File: config.mk
export PLATFORM = sky130hd
export DESIGN_NAME = mwtm_front
export DESIGN_NICKNAME = d
export VERILOG_FILES = /design/src/metric_window_threshold_monitor_defines.svh /design/src/mwtm_pkg.sv /design/src/mwtm_front.sv
export SDC_FILE = /design/constraint.sdc
export NUM_CORES = 1
export LEC_CHECK = 0
export ABC_AREA = 1
export BUFFER_PORTS_ARGS = -buffer_cell sky130_fd_sc_hd__buf_4
export CELL_PAD_IN_SITES_DETAIL_PLACEMENT = 0
export CELL_PAD_IN_SITES_GLOBAL_PLACEMENT = 1
export CORE_MARGIN = 2
export CORE_UTILIZATION = 47
export DETAILED_ROUTE_END_ITERATION = 10
export GPL_TIMING_DRIVEN = 0
export PLACE_DENSITY = 0.94
export SLEW_MARGIN = 15
export SYNTH_ARGS = -nofsm -noshare
export SYNTH_HDL_FRONTEND = slang
export SYNTH_SLANG_ARGS = --single-unit
export TNS_END_PERCENT = 50
File: constraint.sdc
create_clock -name clk -period 22.1 [get_ports clk]
set_clock_uncertainty 0.15 [all_clocks]
set_input_delay 6.63 -clock clk [delete_from_list [all_inputs] [get_ports clk]]
set_output_delay 6.63 -clock clk [all_outputs]
set_load 0.1 [all_outputs]
File: src/metric_window_threshold_monitor_defines.svh
// Assertion macros used by the monitor back end RTL.
`ifndef METRIC_WINDOW_THRESHOLD_MONITOR_DEFINES_SVH
`define METRIC_WINDOW_THRESHOLD_MONITOR_DEFINES_SVH

// Property checked on every clock edge outside reset.
`define MWTM_ASSERT(lbl, prop, msg) \
  lbl: assert property (@(posedge clk) disable iff (rst) prop) else $error(msg);

// Antecedent in one cycle implies the consequent in the next.
`define MWTM_ASSERT_NEXT(lbl, ante, cons, msg) \
  lbl: assert property (@(posedge clk) disable iff (rst) (ante) |=> (cons)) else $error(msg);

`endif

File: src/mwtm_pkg.sv
// Shared types and constants of the metric window threshold monitor.
`timescale 1ns / 1ps
package mwtm_pkg;

  localparam int VAL_W  = 32;
  localparam int ID_W   = 6;
  localparam int KIND_W = 4;
  localparam int ANUM_W = 5;

  localparam int DEF_MAX_METRICS   = 32;
  localparam int DEF_HISTORY_DEPTH = 8;
  localparam int DEF_MAX_ALERTS    = 16;

  localparam logic [VAL_W-1:0] ALL_ONES = '1;

  // depth of the command queue and of the result queue
  localparam int QUEUE_DEPTH = 2;

  typedef struct packed {
    logic              req_type;
    logic [ID_W-1:0]   target_id;
    logic [VAL_W-1:0]  sample_value;
    logic [KIND_W-1:0] metric_kind;
    logic [VAL_W-1:0]  warn_level;
    logic [VAL_W-1:0]  crit_level;
  } req_t;

  typedef struct packed {
    logic              ok;
    logic [ID_W-1:0]   assigned_id;
    logic [VAL_W-1:0]  window_average;
    logic [VAL_W-1:0]  min_seen;
    logic [VAL_W-1:0]  max_seen;
    logic              alert_valid;
    logic              alert_sev;
    logic [ANUM_W-1:0] alert_number;
    logic [VAL_W-1:0]  alert_limit;
    logic [KIND_W-1:0] alert_kind;
  } rsp_t;

  typedef enum logic {
    OP_UPDATE,
    OP_REGISTER
  } op_e;

  typedef struct packed {
    op_e  op;
    req_t req;
  } cmd_t;

  typedef enum logic [2:0] {
    ST_IDLE,
    ST_DECODE,
    ST_UPDATE,
    ST_SUM_RD,
    ST_SUM_ACC,
    ST_DIV_GO,
    ST_DIV_WAIT,
    ST_OUT
  } back_state_e;

endpackage

File: src/mwtm_front.sv
// Front end: accepts request words, classifies them and queues them.
`timescale 1ns / 1ps
module mwtm_front (
  input  logic          clk,
  input  logic          rst,
  input  logic          push,
  output logic          full,
  input  mwtm_pkg::req_t req,
  output logic          cmd_valid,
  input  logic          cmd_take,
  output mwtm_pkg::cmd_t cmd
);

  localparam int PTR_W = (mwtm_pkg::QUEUE_DEPTH > 1) ? $clog2(mwtm_pkg::QUEUE_DEPTH) : 1;
  localparam int CNT_W = $clog2(mwtm_pkg::QUEUE_DEPTH + 1);

  mwtm_pkg::cmd_t q [mwtm_pkg::QUEUE_DEPTH];
  logic [PTR_W-1:0] wr_ptr;
  logic [PTR_W-1:0] rd_ptr;
  logic [CNT_W-1:0] count;
  logic             do_push;
  logic             do_pop;
  mwtm_pkg::cmd_t   cls;

  assign full      = (count == CNT_W'(mwtm_pkg::QUEUE_DEPTH));
  assign cmd_valid = (count != '0);
  assign cmd       = q[rd_ptr];
  assign do_push   = push && !full;
  assign do_pop    = cmd_take && cmd_valid;

  always_comb begin
    cls.req = req;
    cls.op  = req.req_type ? mwtm_pkg::OP_REGISTER : mwtm_pkg::OP_UPDATE;
  end

  always_ff @(posedge clk) begin
    if (do_push) begin
      q[wr_ptr] <= cls;
    end
  end

  always_ff @(posedge clk) begin
    if (rst) begin
      wr_ptr <= '0;
      rd_ptr <= '0;
      count  <= '0;
    end else begin
      if (do_push) begin
        wr_ptr <= (wr_ptr == PTR_W'(mwtm_pkg::QUEUE_DEPTH - 1)) ? '0 : wr_ptr + 1'b1;
      end
      if (do_pop) begin
        rd_ptr <= (rd_ptr == PTR_W'(mwtm_pkg::QUEUE_DEPTH - 1)) ? '0 : rd_ptr + 1'b1;
      end
      case ({do_push, do_pop})
        2'b10:   count <= count + 1'b1;
        2'b01:   count <= count - 1'b1;
        default: count <= count;
      endcase
    end
  end

endmodule

Word-level counts from Yosys, hierarchy flattened
Memory sizes are Yosys's and may differ from the RTL's. A register that Yosys moved wholly into a read port is not among the register bits.
Cells that the tools add are included.
- memories kept: 1
- bits in writable memories: 216
- register bits: 4
- logic and storage cells: 24
- memory list (memory ; depth ; width ; rd ports ; clocked after Yosys merged registers in ; wr ports ; RTL line ; text):
    q ; 2 ; 108 ; 1 ; 1 ; 1 ; mwtm_front.sv:17 ; mwtm_pkg::cmd_t q [mwtm_pkg::QUEUE_DEPTH];
- reduce and logical (&&, ||, !) cells: 5
- $add $sub $neg: 4
- muxes and demuxes: 8
- equal/unequal tests: 3
- operators by type and width (operator ; count):
    $mux 1 ; 7
    $eq 2x2->1 const B ; 2
    $pmux 2 s2 ; 1
    $reduce_bool 2->1 ; 2
    $add 1x1->1 const B ; 2
    $add 2x1->2 const B ; 1
    $eq 2x1->1 const B ; 1
    $logic_and 1x1->1 ; 2
    $sub 2x1->2 const B ; 1
    $logic_not 1->1 ; 1

Longest topological paths before layout
- depth after elaboration: 5
- mapped depth: 10
- mapped depth without buffers: 10

Worst setup path before layout
Ideal clock, no wire load.
- kind: input to register
- from: input port push
- to: memory q[0][0] (netlist name) (enable)
- path buffers: 0
- library setup time: 574 ps
- path slack: 10034 ps
- arrival time: 11342 ps
- stages: 4
- required time: 21376 ps
- cells stage by stage: inv_1 nor2_1 inv_1 nor2_1
- word-level cells in the longest chain between the ends: 3
- ends and longest elaborated chain (item ; RTL line ; text):
    start, declared ; mwtm_front.sv:6 ; input logic push,
    $logic_and 1x1->1 ; mwtm_front.sv:28 ; assign do_push = push && !full;
    $mux 1 ; mwtm_front.sv:37 ; if (do_push) begin
    $mux 1 (implied by the code) ; mwtm_front.sv:38 ; q[wr_ptr] <= cls;
    end, declared ; mwtm_front.sv:17 ;
Every way passes these cells.

==> impl_metrics.yaml <==
placement:
  hpwl_um: 10800
  io_buffers: 220
  place_ws_ns: 13.67
  routabilityCongestion: 0.715
worst_setup_path:
  endpoint: "cmd[107]"
  crit_slowest_cell: "mux2_2"
  crit_path_start_kind: "flip-flop"
  worstRegToRegCells: 7
  regToRegEndpoint: "q[0][71]"
  crit_type: "reg2out"
  r2r_setup_slack_ns: 19.94
  max_stage_delay_ns: 0.39
  cpLargestDelayFamily: "buffers and inverters"
  crit_path_frequent_cell: "buf_4"
  path_cells: "buf_6 -> buf_2 -> mux2_2 -> buf_4 -> buf_4"
  r2r_start: "count[1]"
  crit_required_ns: 15.32
  cp_max_fo: 10
  cp.buffers_inverters: 4
  critPathCaptureType: "output pin"
  crit_arrival_ns: 1.98
  crit_cells: 5
cts:
  ctsHtreeMaxLevel: 1
  cts_inserted_buffers: 23
  cts_sinks: 219
  cts_setup_buffers: 0
  cts-root-buf: "clkbuf_16"
  cts_buffer_depth: 3
  cts-resized-gates: 0
  clock_latency_ns: 0.50
  hold_buffers: 0
  cts_tree: "built"
  clk_pin_slew_ns: 0.06
final_layout:
  nets: 737
  drive_above_1_share_pct: 59.5
  synthToLayoutAreaGrowth_pct: 34.7
  final_common_cell: "buf_4"
  fillers: 1159
  utilization_pct: 65.2
  antenna_cells: 0
  final_cell_mix: "buf_4 (221), edfxtp_1 (214), mux2_2 (77)"
power:
  switchingPower_mw: 0.575
  max-vdd-ir-drop_mv: 0.0863
  power.total_mw: 1.42
  pwr-share-clk_pct: 24.7
  comb_power_share_pct: 38.9
  intPower_mw: 0.850
  p_per_area_mw_per_mm2: 131
  switching_share_pct: 40.4
  static-leakage-power_nw: 4.19
  pwr-share-seq_pct: 36.4
timing:
  setup_viol: 0
  tightest_slew_ns: 0.607
  max_clock_freq_mhz: 114
  finalMaxSlewViolations: 0
  holdWs_ns: 0.386
  hold_viol: 0
  timing.final.crit_share_pct: 39.7
  rsz0062_at_grt: "false"
  setup_tns_ns: 0
  fin_crit_ns: 8.76
  worst_slack_ns: 13.34
  max_slew_margin_pct: 59.4
floorplanning:
  core-area_mm2: 0.0167
  fp.dieW_um: 135
  ios: 221
  num_rows: 47
  die-area_mm2: 0.0183
  start_util_pct: 48.4
  die_y_um: 135
job:
  timing.max_cap.violations: 0
global_route:
  antenna_found_initial: 0
  grt_pass1_wl_um: 23300
  grt_pass1_vias: 4581
  grt_overflow: 0
  grt_max_degree: 70
  track_usage_pct: 16.3
yosys:
  avgSynthCellArea_um2: 21.6
  ys_ff_latch: 219
  synth_compound_area_share_pct: 0.186
  synthAdderAreaFrac_pct: 0.155
  synth_cell_type_count: 14
  syn-num-nets: 486
  ys_warn_count: 0
  synth-simple-area-share_pct: 1.01
  synth_top_family_by_area: "multiplexers"
  netlist_instances: 374
  seq_area_frac_synth_pct: 80.7
  synthMuxAreaShare_pct: 16.3
  yosys.area_share.xor_xnor_pct: 0
  syn-cell-area_mm2: 0.00809
detailed_routing:
  ant_nets: 0
  drt-initial-drc-count: 185
  drt_pass1_iterations: 4
  dr_total_vias: 4204
  wl_per_cell_um: 17.9
  vias_per_cell: 4.88
  drt_wl_total_um: 15500
  drc: 0
status:
  status: "finished, final reports clean"
worst_hold_path:
  hold_path_class: "reg2reg"
state kept, by name, indices dropped and copies added, names as in the netlist, named ones only:
name,cells
count,2
q,214
rd_ptr,1
wr_ptr,1
worst min-delay path, cell delays in order (launching register included):
cell and delay, ns:
dfxtp_1 0.33, nor2_1 0.12, nor2_1 0.05
cells in the mapped netlist:
cell type	number	area, µm²
a21oi_1	1	5.00
buf_2	7	35.0
buf_4	1	7.51
buf_6	5	56.3
dfxtp_1	5	100
edfxtp_1	214	6430
ha_1	1	12.5
inv_1	10	37.5
mux2_2	77	867
mux2_4	30	450
nand2_1	8	30.0
nand4_1	1	6.26
nor2_1	12	45.0
o21ai_0	2	10.0
power groups by stage:
stage | sequential [mW] | clock (mW) | combinational [mW]
6_report | 0.518 | 0.352 | 0.554
5_1_grt | 0.522 | 0.376 | 0.571
4_1_cts | 0.519 | 0.360 | 0.559
3_5_place_dp | 0.527 | 0 | 0.557
3_3_place_gp | 0.534 | 0 | 0.538
2_1_floorplan | 0.530 | 0 | 0.443
metrics by stage:
step / cells / area [µm²]
4_1_cts: 862 / 10900
6_report: 862 / 10900
2_1_floorplan: 374 / 8090
3_3_place_gp: 814 / 10000
5_1_grt: 862 / 10900
3_5_place_dp: 820 / 10200
worst min path at each step:
stage	to	startpoint	cells past startpoint	slack, ns
global placement	rd_ptr	rd_ptr	2	0.33
floorplan	flip-flop	rd_ptr	2	0.32
finish	count[1]	count[1]	2	0.39
global route	count[1]	count[1]	2	0.42
detailed placement	rd_ptr	rd_ptr	2	0.37
CTS	count[1]	count[1]	2	0.38
layer usage:
| metal | track usage [%] | share of wire (%) |
|---|---|---|
| met1 | 17.7 | 36 |
| met2 | 29.9 | 53 |
| met3 | 5.50 | 8.3 |
| met4 | 5.61 | 2.7 |
| met5 | 0 | 0 |
area by class of cell:
type	instances	area (µm²)	area share (%)
Multi-Input combinational cell	132	1430	13.2
Clock inverter	13	101	0.930
Tap cell	220	275	2.53
Inverter	10	42.5	0.391
Buffer	13	98.8	0.907
Sequential cell	219	6530	59.9
Timing Repair Buffer	226	1820	16.7
Clock buffer	29	598	5.49
logic make-up after synthesis:
group / after synthesis
flip-flops: 219
adder cells (fa/ha/maj): 1
AO/OA/AOI/OAI: 3
AND/OR/NAND/NOR: 21
multiplexers: 107
buffers and inverters: 23
No activity file was read; power rests on OpenSTA's default activity.
